===== config.mk =====
export PLATFORM = sky130hd
export DESIGN_NAME = edf_tick_scheduler_flat
export DESIGN_NICKNAME = d
export VERILOG_FILES = /design/src/rtl/edf_pkg.sv /design/src/rtl/edf_cmd_if.sv /design/src/rtl/edf_result_if.sv /design/src/rtl/edf_cell.sv /design/src/rtl/edf_finish.sv /design/src/rtl/edf_tick_scheduler.sv /design/src/flat_wrapper.sv
export SDC_FILE = /design/constraint.sdc
export NUM_CORES = 2
export LEC_CHECK = 0
export BUFFER_PORTS_ARGS = -buffer_cell sky130_fd_sc_hd__buf_2
export CAP_MARGIN = 20
export CORE_ASPECT_RATIO = 0.7
export CORE_UTILIZATION = 50
export DETAILED_ROUTE_END_ITERATION = 16
export PLACE_DENSITY = 0.66
export REMOVE_ABC_BUFFERS = 1
export SETUP_SLACK_MARGIN = 0.4
export SLEW_MARGIN = 0
export SYNTH_ARGS = -nofsm -noshare
export SYNTH_HDL_FRONTEND = slang
export SYNTH_SLANG_ARGS = --single-unit

===== constraint.sdc =====
create_clock -name clk -period 4.65 [get_ports clk]
set_input_delay 0.465 -clock clk [delete_from_list [all_inputs] [get_ports clk]]
set_output_delay 0.465 -clock clk [all_outputs]
set_load 0.02 [all_outputs]

===== src/rtl/edf_pkg.sv =====
// Package for the earliest-deadline-first tick scheduler.
// Holds sizes, slot status codes, controller states and the structs passed between cells.
// No dependencies.
package edf_pkg;

    localparam int MAX_SLOTS  = 16;
    localparam int SLOT_BITS  = $clog2(MAX_SLOTS);
    localparam int TIME_BITS  = 16;
    localparam int CNT_BITS   = 5;
    localparam int LABEL_BITS = 8;

    typedef logic [TIME_BITS-1:0]  time_t;
    typedef logic [SLOT_BITS-1:0]  slot_t;
    typedef logic [LABEL_BITS-1:0] label_t;
    typedef logic [CNT_BITS-1:0]   count_t;

    typedef enum logic [1:0] {
        ST_PENDING = 2'd0,
        ST_READY   = 2'd1,
        ST_DONE    = 2'd2
    } status_t;

    typedef enum logic [1:0] {
        CTL_IDLE   = 2'd0,
        CTL_SCAN   = 2'd1,
        CTL_FINISH = 2'd2
    } ctl_state_t;

    typedef struct packed {
        logic   valid;
        logic   found;
        logic   nd_other;
        slot_t  best_slot;
        time_t  deadline;
        time_t  executed;
        time_t  length;
        time_t  arrival;
        label_t label;
    } token_t;

    typedef struct packed {
        logic   valid;
        slot_t  slot;
        time_t  arrival;
        time_t  length;
        time_t  deadline;
        label_t label;
    } load_t;

    typedef struct packed {
        logic  valid;
        slot_t slot;
        time_t executed;
        logic  done;
    } wb_t;

    typedef struct packed {
        time_t  current_time;
        logic   idle;
        slot_t  running_slot;
        label_t running_name;
        logic   finished;
        logic   missed;
        time_t  turnaround;
        logic   all_done;
    } result_t;

endpackage


===== src/rtl/edf_cmd_if.sv =====
// Command channel of the scheduler: load and tick beats with valid and ready.
// Depends on edf_pkg.
interface edf_cmd_if;
    import edf_pkg::*;

    logic   valid;
    logic   ready;
    logic   func;
    slot_t  slot;
    time_t  arrival_time;
    time_t  run_length;
    time_t  deadline_time;
    label_t process_name;

    modport source (output valid, func, slot, arrival_time, run_length, deadline_time,
                    process_name, input ready);
    modport sink (input valid, func, slot, arrival_time, run_length, deadline_time,
                  process_name, output ready);
endinterface


===== src/rtl/edf_result_if.sv =====
// Result channel of the scheduler: one beat per tick with valid and ready.
// Depends on edf_pkg.
interface edf_result_if;
    import edf_pkg::*;

    logic   valid;
    logic   ready;
    time_t  current_time;
    logic   idle;
    slot_t  running_slot;
    label_t running_name;
    logic   finished;
    logic   missed;
    time_t  turnaround;
    logic   all_done;

    modport source (output valid, current_time, idle, running_slot, running_name, finished,
                    missed, turnaround, all_done, input ready);
    modport sink (input valid, current_time, idle, running_slot, running_name, finished,
                  missed, turnaround, all_done, output ready);
endinterface


===== src/rtl/edf_cell.sv =====
// One process slot of the scheduler chain: slot state plus one stage of the scan token.
// Depends on edf_pkg.
module edf_cell (
    input  logic            clk,
    input  logic            rst_n,
    input  edf_pkg::slot_t  index,
    input  logic            active,
    input  edf_pkg::time_t  now,
    input  edf_pkg::load_t  ld,
    input  edf_pkg::wb_t    wb,
    input  edf_pkg::token_t tok_in,
    output edf_pkg::token_t tok_out
);
    import edf_pkg::*;

    time_t   arrival_reg;
    time_t   length_reg;
    time_t   deadline_reg;
    label_t  label_reg;
    time_t   executed_reg;
    time_t   executed_next;
    status_t status_reg;
    status_t status_next;
    status_t status_arr;
    token_t  tok_reg;
    token_t  tok_next;
    logic    tok_valid_reg;
    logic    take;

    always_comb
    begin
        status_arr = status_reg;
        if (tok_in.valid && active && status_reg == ST_PENDING && arrival_reg == now)
        begin
            status_arr = ST_READY;
        end
    end

    always_comb
    begin
        take = tok_in.valid && active && status_arr == ST_READY &&
               (!tok_in.found || deadline_reg < tok_in.deadline);
        tok_next = tok_in;
        if (take)
        begin
            tok_next.found     = 1'b1;
            tok_next.nd_other  = tok_in.nd_other | tok_in.found;
            tok_next.best_slot = index;
            tok_next.deadline  = deadline_reg;
            tok_next.executed  = executed_reg;
            tok_next.length    = length_reg;
            tok_next.arrival   = arrival_reg;
            tok_next.label     = label_reg;
        end
        else if (active && status_arr != ST_DONE)
        begin
            tok_next.nd_other = 1'b1;
        end
    end

    always_comb
    begin
        status_next   = status_reg;
        executed_next = executed_reg;
        if (ld.valid && ld.slot == index)
        begin
            status_next   = ST_PENDING;
            executed_next = '0;
        end
        else if (wb.valid && wb.slot == index)
        begin
            executed_next = wb.executed;
            status_next   = wb.done ? ST_DONE : ST_READY;
        end
        else if (tok_in.valid)
        begin
            status_next = status_arr;
        end
    end

    always_ff @(posedge clk or negedge rst_n)
    begin
        if (!rst_n)
        begin
            status_reg    <= ST_PENDING;
            executed_reg  <= '0;
            tok_valid_reg <= 1'b0;
        end
        else
        begin
            status_reg    <= status_next;
            executed_reg  <= executed_next;
            tok_valid_reg <= tok_in.valid;
        end
    end

    always_ff @(posedge clk)
    begin
        if (ld.valid && ld.slot == index)
        begin
            arrival_reg  <= ld.arrival;
            length_reg   <= ld.length;
            deadline_reg <= ld.deadline;
            label_reg    <= ld.label;
        end
        if (tok_in.valid)
        begin
            tok_reg <= tok_next;
        end
    end

    always_comb
    begin
        tok_out       = tok_reg;
        tok_out.valid = tok_valid_reg;
    end

endmodule


===== src/rtl/edf_finish.sv =====
// End of the scan chain: turns the winning token into the tick result and the slot update.
// Depends on edf_pkg.
module edf_finish (
    input  edf_pkg::token_t  tok,
    input  edf_pkg::time_t   now,
    output edf_pkg::result_t res,
    output edf_pkg::wb_t     wb
);
    import edf_pkg::*;

    time_t exec_inc;
    logic  fin;
    logic  miss;

    always_comb
    begin
        exec_inc = TIME_BITS'(tok.executed + 1'b1);
        fin      = tok.found && exec_inc == tok.length;
        miss     = tok.found && !fin && tok.deadline == now;

        res.current_time = now;
        res.idle         = !tok.found;
        res.running_slot = tok.found ? tok.best_slot : '0;
        res.running_name = tok.found ? tok.label : '0;
        res.finished     = fin;
        res.missed       = miss;
        res.turnaround   = fin ? TIME_BITS'(now - tok.arrival + 1'b1) : '0;
        res.all_done     = !tok.nd_other && (!tok.found || fin || miss);

        wb.valid    = tok.found;
        wb.slot     = tok.best_slot;
        wb.executed = exec_inc;
        wb.done     = fin || miss;
    end

endmodule


===== src/rtl/edf_tick_scheduler.sv =====
// Top level of the earliest-deadline-first tick scheduler.
// Depends on edf_pkg, edf_cmd_if, edf_result_if, edf_cell and edf_finish.
//
// The cmd channel takes load beats (func 0) and tick beats (func 1). A load beat
// writes one slot and gives no result. A tick beat sends a scan token down the
// row of sixteen slot cells, one cell per cycle; each cell marks its process ready
// on arrival and keeps the earliest deadline in the token. When the token has left
// the last cell, the controller enters its finish state; there, once the output
// register is free, the winner is updated and the result beat is written to the
// output register. The cmd channel takes its next beat in the cycle after that.
// The cmd channel is ready whenever no tick is in flight, so the next beat is taken
// while a result still waits. If the receiver stalls, the following tick holds in
// its last step until the waiting result is taken.
// cfg_we writes process_count from cfg_wdata; the user must write it only
// while idle, and the block does not enforce this.
// Reset clears the time, the run counts, all slot states to pending and sets
// process_count to 1; slot parameters are undefined until loaded.
module edf_tick_scheduler (
    input  logic              clk,
    input  logic              rst_n,
    input  logic              cfg_we,
    input  edf_pkg::count_t   cfg_wdata,
    edf_cmd_if.sink           cmd,
    edf_result_if.source      result
);
    import edf_pkg::*;

    ctl_state_t state_reg;
    ctl_state_t state_next;
    count_t     count_reg;
    time_t      tick_time_reg;
    logic       res_valid_reg;
    result_t    res_reg;
    result_t    res_comb;
    wb_t        wb_comb;
    wb_t        wb;
    load_t      ld;
    token_t     tok [0:MAX_SLOTS];
    logic [MAX_SLOTS-1:0] tok_valid_vec;
    logic       accept;
    logic       start;
    logic       fire;

    assign accept = cmd.valid && cmd.ready;
    assign start  = accept && cmd.func;
    assign fire   = state_reg == CTL_FINISH && (!res_valid_reg || result.ready);

    always_comb
    begin
        state_next = state_reg;
        case (state_reg)
            CTL_IDLE:
            begin
                if (start)
                begin
                    state_next = CTL_SCAN;
                end
            end
            CTL_SCAN:
            begin
                if (tok[MAX_SLOTS].valid)
                begin
                    state_next = CTL_FINISH;
                end
            end
            CTL_FINISH:
            begin
                if (fire)
                begin
                    state_next = CTL_IDLE;
                end
            end
            default:
            begin
                state_next = CTL_IDLE;
            end
        endcase
    end

    always_comb
    begin
        cmd.ready = state_reg == CTL_IDLE;

        ld.valid    = accept && !cmd.func;
        ld.slot     = cmd.slot;
        ld.arrival  = cmd.arrival_time;
        ld.length   = cmd.run_length;
        ld.deadline = cmd.deadline_time;
        ld.label    = cmd.process_name;

        tok[0]          = '0;
        tok[0].valid    = start;

        wb       = wb_comb;
        wb.valid = wb_comb.valid && fire;
    end

    genvar g;
    generate
        for (g = 0; g < MAX_SLOTS; g++)
        begin : g_cell
            localparam slot_t  IDX  = SLOT_BITS'(g);
            localparam count_t CIDX = CNT_BITS'(g);
            edf_cell u_cell (
                .clk     (clk),
                .rst_n   (rst_n),
                .index   (IDX),
                .active  (CIDX < count_reg),
                .now     (tick_time_reg),
                .ld      (ld),
                .wb      (wb),
                .tok_in  (tok[g]),
                .tok_out (tok[g+1])
            );
            assign tok_valid_vec[g] = tok[g+1].valid;
        end
    endgenerate

    edf_finish u_finish (
        .tok (tok[MAX_SLOTS]),
        .now (tick_time_reg),
        .res (res_comb),
        .wb  (wb_comb)
    );

    always_ff @(posedge clk or negedge rst_n)
    begin
        if (!rst_n)
        begin
            state_reg     <= CTL_IDLE;
            count_reg     <= count_t'(1);
            tick_time_reg <= '0;
            res_valid_reg <= 1'b0;
        end
        else
        begin
            state_reg <= state_next;
            if (cfg_we)
            begin
                count_reg <= cfg_wdata;
            end
            if (fire)
            begin
                tick_time_reg <= TIME_BITS'(tick_time_reg + 1'b1);
                res_valid_reg <= 1'b1;
            end
            else if (result.ready)
            begin
                res_valid_reg <= 1'b0;
            end
        end
    end

    always_ff @(posedge clk)
    begin
        if (fire)
        begin
            res_reg <= res_comb;
        end
    end

    assign result.valid        = res_valid_reg;
    assign result.current_time = res_reg.current_time;
    assign result.idle         = res_reg.idle;
    assign result.running_slot = res_reg.running_slot;
    assign result.running_name = res_reg.running_name;
    assign result.finished     = res_reg.finished;
    assign result.missed       = res_reg.missed;
    assign result.turnaround   = res_reg.turnaround;
    assign result.all_done     = res_reg.all_done;

    assert property (@(posedge clk) disable iff (!rst_n) $onehot0(tok_valid_vec))
        else $error("More than one scan token is in the cell chain.");

    assert property (@(posedge clk) disable iff (!rst_n)
        (tok_valid_vec != '0) |-> state_reg == CTL_SCAN)
        else $error("A scan token is moving outside of a scan.");

    assert property (@(posedge clk) disable iff (!rst_n)
        $rose(result.valid) |-> $past(state_reg == CTL_FINISH))
        else $error("A result beat appeared without a finished scan.");

    assert property (@(posedge clk) disable iff (!rst_n)
        !$stable(tick_time_reg) |-> $past(fire))
        else $error("The tick time moved without a completed tick.");

endmodule

===== src/flat_wrapper.sv =====
// flat-port wrapper written by rule: the top's interface ports become plain ports
module edf_tick_scheduler_flat import edf_pkg::*;
  (clk, rst_n, cfg_we, cfg_wdata, cmd_valid, cmd_func, cmd_slot, cmd_arrival_time, cmd_run_length, cmd_deadline_time, cmd_process_name, cmd_ready, result_valid, result_current_time, result_idle, result_running_slot, result_running_name, result_finished, result_missed, result_turnaround, result_all_done, result_ready);
  edf_cmd_if cmd_i ();
  edf_result_if result_i ();
  input  logic clk;
  input  logic rst_n;
  input  logic cfg_we;
  input  edf_pkg::count_t cfg_wdata;
  input wire logic [$bits(cmd_i.valid)-1:0] cmd_valid;
  input wire logic [$bits(cmd_i.func)-1:0] cmd_func;
  input wire logic [$bits(cmd_i.slot)-1:0] cmd_slot;
  input wire logic [$bits(cmd_i.arrival_time)-1:0] cmd_arrival_time;
  input wire logic [$bits(cmd_i.run_length)-1:0] cmd_run_length;
  input wire logic [$bits(cmd_i.deadline_time)-1:0] cmd_deadline_time;
  input wire logic [$bits(cmd_i.process_name)-1:0] cmd_process_name;
  output wire logic [$bits(cmd_i.ready)-1:0] cmd_ready;
  output wire logic [$bits(result_i.valid)-1:0] result_valid;
  output wire logic [$bits(result_i.current_time)-1:0] result_current_time;
  output wire logic [$bits(result_i.idle)-1:0] result_idle;
  output wire logic [$bits(result_i.running_slot)-1:0] result_running_slot;
  output wire logic [$bits(result_i.running_name)-1:0] result_running_name;
  output wire logic [$bits(result_i.finished)-1:0] result_finished;
  output wire logic [$bits(result_i.missed)-1:0] result_missed;
  output wire logic [$bits(result_i.turnaround)-1:0] result_turnaround;
  output wire logic [$bits(result_i.all_done)-1:0] result_all_done;
  input wire logic [$bits(result_i.ready)-1:0] result_ready;
  assign cmd_i.valid = cmd_valid;
  assign cmd_i.func = cmd_func;
  assign cmd_i.slot = cmd_slot;
  assign cmd_i.arrival_time = cmd_arrival_time;
  assign cmd_i.run_length = cmd_run_length;
  assign cmd_i.deadline_time = cmd_deadline_time;
  assign cmd_i.process_name = cmd_process_name;
  assign cmd_ready = cmd_i.ready;
  assign result_valid = result_i.valid;
  assign result_current_time = result_i.current_time;
  assign result_idle = result_i.idle;
  assign result_running_slot = result_i.running_slot;
  assign result_running_name = result_i.running_name;
  assign result_finished = result_i.finished;
  assign result_missed = result_i.missed;
  assign result_turnaround = result_i.turnaround;
  assign result_all_done = result_i.all_done;
  assign result_i.ready = result_ready;
  edf_tick_scheduler u_core (.clk(clk), .rst_n(rst_n), .cfg_we(cfg_we), .cfg_wdata(cfg_wdata), .cmd(cmd_i), .result(result_i));
endmodule

==> results_dict.tcl <==
set metrics [dict create \
    path_clk_slew_ns 0.06 \
    fin_crit_sh 0.884 \
    worstMarginPinSlew_ns 1.17 \
    wire_per_inst_um 28.2 \
    synth-simple-area-share 0.0452 \
    largest_reg_flops 1233 \
    max-slew-margin-rel 0.210 \
    cts_tree "done" \
    grt_use_total 0.254 \
    cts_inserted_buffers 231 \
    rows 138 \
    cp-end-kind "flop" \
    h-tree-depth 4 \
    drt-initial-drc-count 6557 \
    cts-root-buf "clkbuf_16" \
    worst-setup-path-type "flop to flop" \
    syn_to_final_growth_pct 12.1 \
    place_inst 8983 \
    crit_path_start_kind "flop" \
    max_clock_freq_ghz 0.243 \
    stdcell_count 9441 \
    synth-seq-cells 2505 \
    cts_sinks 2505 \
    routed.top_layer "met5" \
    period_needed_ns 4.11 \
    synth_warnings 0 \
    die_x_um 545 \
    ant_nets 0 \
    yosysUniqueCellTypes 67 \
    synth_edf_count 2177 \
    final.setup_skew_ns 0.0762 \
    grt_max_degree 106 \
    avgViaCountPerCell 5.91 \
    grt_first_pass_wirelength_mm 382 \
    synth_fa_ha_area_frac 0.0313 \
    syn_area_sq_mm 0.103 \
    wl_met1_mm 120 \
    cp_max_fo 40 \
    switching_share 0.239 \
    drc 0 \
    p_leak_uw 0.0411 \
    ys_seq_area_frac 0.714 \
    drv_slew 0 \
    p_seq_frac 0.537 \
    design.core.area_sq_mm 0.203 \
    clk_latency_ns 0.91 \
    p_comb_frac 0.097 \
    synth-xor-area-share 0.0283 \
    nets 6846 \
    synthMuxAreaShare 0.119 \
    power_density_mw_per_mm2 440 \
    hold_violations 0 \
    cp_data_arrival_time_ns 4.70 \
    vias 55779 \
    switchingPower_uw 12200 \
    start_util 0.507 \
    synth_area_per_cell_sq_um 16.6 \
    max-clock-path-buffers 4 \
    post-route-util 0.568 \
    routed-wl-met2_mm 115 \
    status "finished clean" \
    wl_mm 266 \
    synthArstFlopShare 0.131 \
    synth_top_family_by_area "multiplexers" \
    dieArea_sq_mm 0.208 \
    internal_power_uw 38700 \
    grt_overflow 0 \
    routabilityCongestion 0.869 \
    first_global_vias 55358 \
    fin_ws_ns 0.538 \
    hpwlAfterDp_mm 163 \
    met3WireLength_mm 25.8 \
    drive_above_1_share 0.269 \
    finalSetupTns_ns 0 \
    boundaryPins 121 \
    antenna_found_initial 10 \
    p_clk_frac 0.365 \
    hold_path.class "input port to flop" \
    rsz0062_at_grt "false" \
    required_ns 5.24 \
    synthCells 6219 \
    ys.flop_type "edfxtp_1" \
    drt_first_pass_iters 5 \
    drv_cap 0 \
    synth_compound_area_frac 0.0389 \
    numPortBuffers 120 \
    setup_violations 0 \
    pre_cts_ws_ns 0.714 \
    die_h_um 382 \
    peakVddDrop_uv 338 \
]
[placed cells by master, fill, tap and decap left out, drive strengths merged, types with 34 or more instances in the layout]
| master | n |
|---|---|
| o22ai | 230 |
| nand2 | 287 |
| o21ai | 80 |
| edfxtp | 2177 |
| mux2 | 1087 |
| nand3 | 54 |
| nor2 | 118 |
| ha | 256 |
| clkbuf | 322 |
| buf | 298 |
| clkinv | 82 |
| nor2b | 57 |
| a21oi | 93 |
| xnor2 | 209 |
| a21o | 82 |
| inv | 266 |
| dfrtp | 327 |
| nand4 | 81 |
| or2 | 34 |
| nand2b | 60 |
| and2 | 92 |
| xor2 | 111 |
[metrics by stage]
stage / instance area [sq um] / total power, uW / hold slack, ns
after floorplan: 102000 / 30400 / 0.169
after global placement: 108000 / 32500 / 0.452
after detailed placement: 108000 / 32600 / 0.458
after CTS: 115000 / 51100 / 0.00701
after global routing: 115000 / 52400 / 0.0305
final: 115000 / 50800 / 0.0551
[area by class of cell]
class	instances	area, sq um
Tap cell	2730	3420
Clock inverter	104	848
Multi-Input combinational cell	3186	27300
Fill cell	15728	87900
Inverter	265	1000
Clock buffer	321	6420
Antenna cell	1	2.50
Timing Repair Buffer	329	2820
Sequential cell	2505	73600
[synthesized netlist by cell type, types with 75 or more instances]
library cell,number,area [sq um]
nor2_1,116,435
nand4_1,80,500
xnor2_1,209,1830
xor2_1,111,972
and2_1,90,563
o21ai_0,75,375
mux2_2,1080,12200
inv_1,265,995
ha_1,256,3200
o22ai_1,230,1440
edfxtp_1,2177,65400
clkbuf_1,101,379
a21oi_1,93,465
a21o_1,82,616
nand2_1,286,1070
dfrtp_1,327,8180
buf_2,103,515
[cells by family after synthesis]
group	after synthesis
DFF	2505
buffers and inverters	528
AOI/OAI and AO/OA	613
xor gates and xnor gates	325
adders and majority gates	257
muxes	1088
and+or+nand+nor	903
[critical path, stage by stage, from the launching register on]
cell	delay [ns]
dfrtp_1	0.84
buf_4	0.30
xor2_1	0.08
nor4_1	0.69
a41oi_1	0.43
nand2b_1	0.32
nor2_4	0.40
buf_12	0.36
mux2_2	0.39
[what timing repair did]
| action | 4_1_cts | 5_1_grt |
|---|---|---|
| endpoints found under the hold margin | 282 | 0 |
| hold buffers | 30 | 0 |
| setup buffers | 0 | 0 |
| gates resized for setup | 0 | 0 |
[path summary, 6_finish.rpt]
check	startpoint	to	slack [ns]	cells past startpoint
min in group asynchronous	rst_n	u_core.tick_time_reg[0]	0.16	2
hold / removal	cmd_deadline_time[0]	u_core.g_cell[14].u_cell.deadline_reg[0]	0.06	1
setup / recovery	u_core.tick_time_reg[5]	u_core.g_cell[14].u_cell.tok_out[15]	0.54	8
hold reg to reg	u_core.g_cell[15].u_cell.tok_valid_reg	u_core.state_reg[0]	0.47	1
setup reg to reg	u_core.tick_time_reg[5]	u_core.g_cell[14].u_cell.tok_out[15]	0.54	8
max in group asynchronous	rst_n	u_core.g_cell[3].u_cell.tok_valid_reg	3.18	3
[routing by layer]
layer  vias up  global-route usage
li1      24081                   -
met1     28893               0.383
met2      2452               0.371
met3       347              0.0628
met4         6              0.0576
met5         -                   0
[power by group through the flow]
stage          Sequential, uW  Combinational [uW]  Clock, uW
2_1_floorplan           27800                2550          0
3_3_place_gp            27700                4760          0
3_5_place_dp            27800                4860          0
4_1_cts                 27300                4930      18900
5_1_grt                 27400                5300      19700
6_report                27300                4960      18600
No activity file was read; power rests on OpenSTA's default activity.
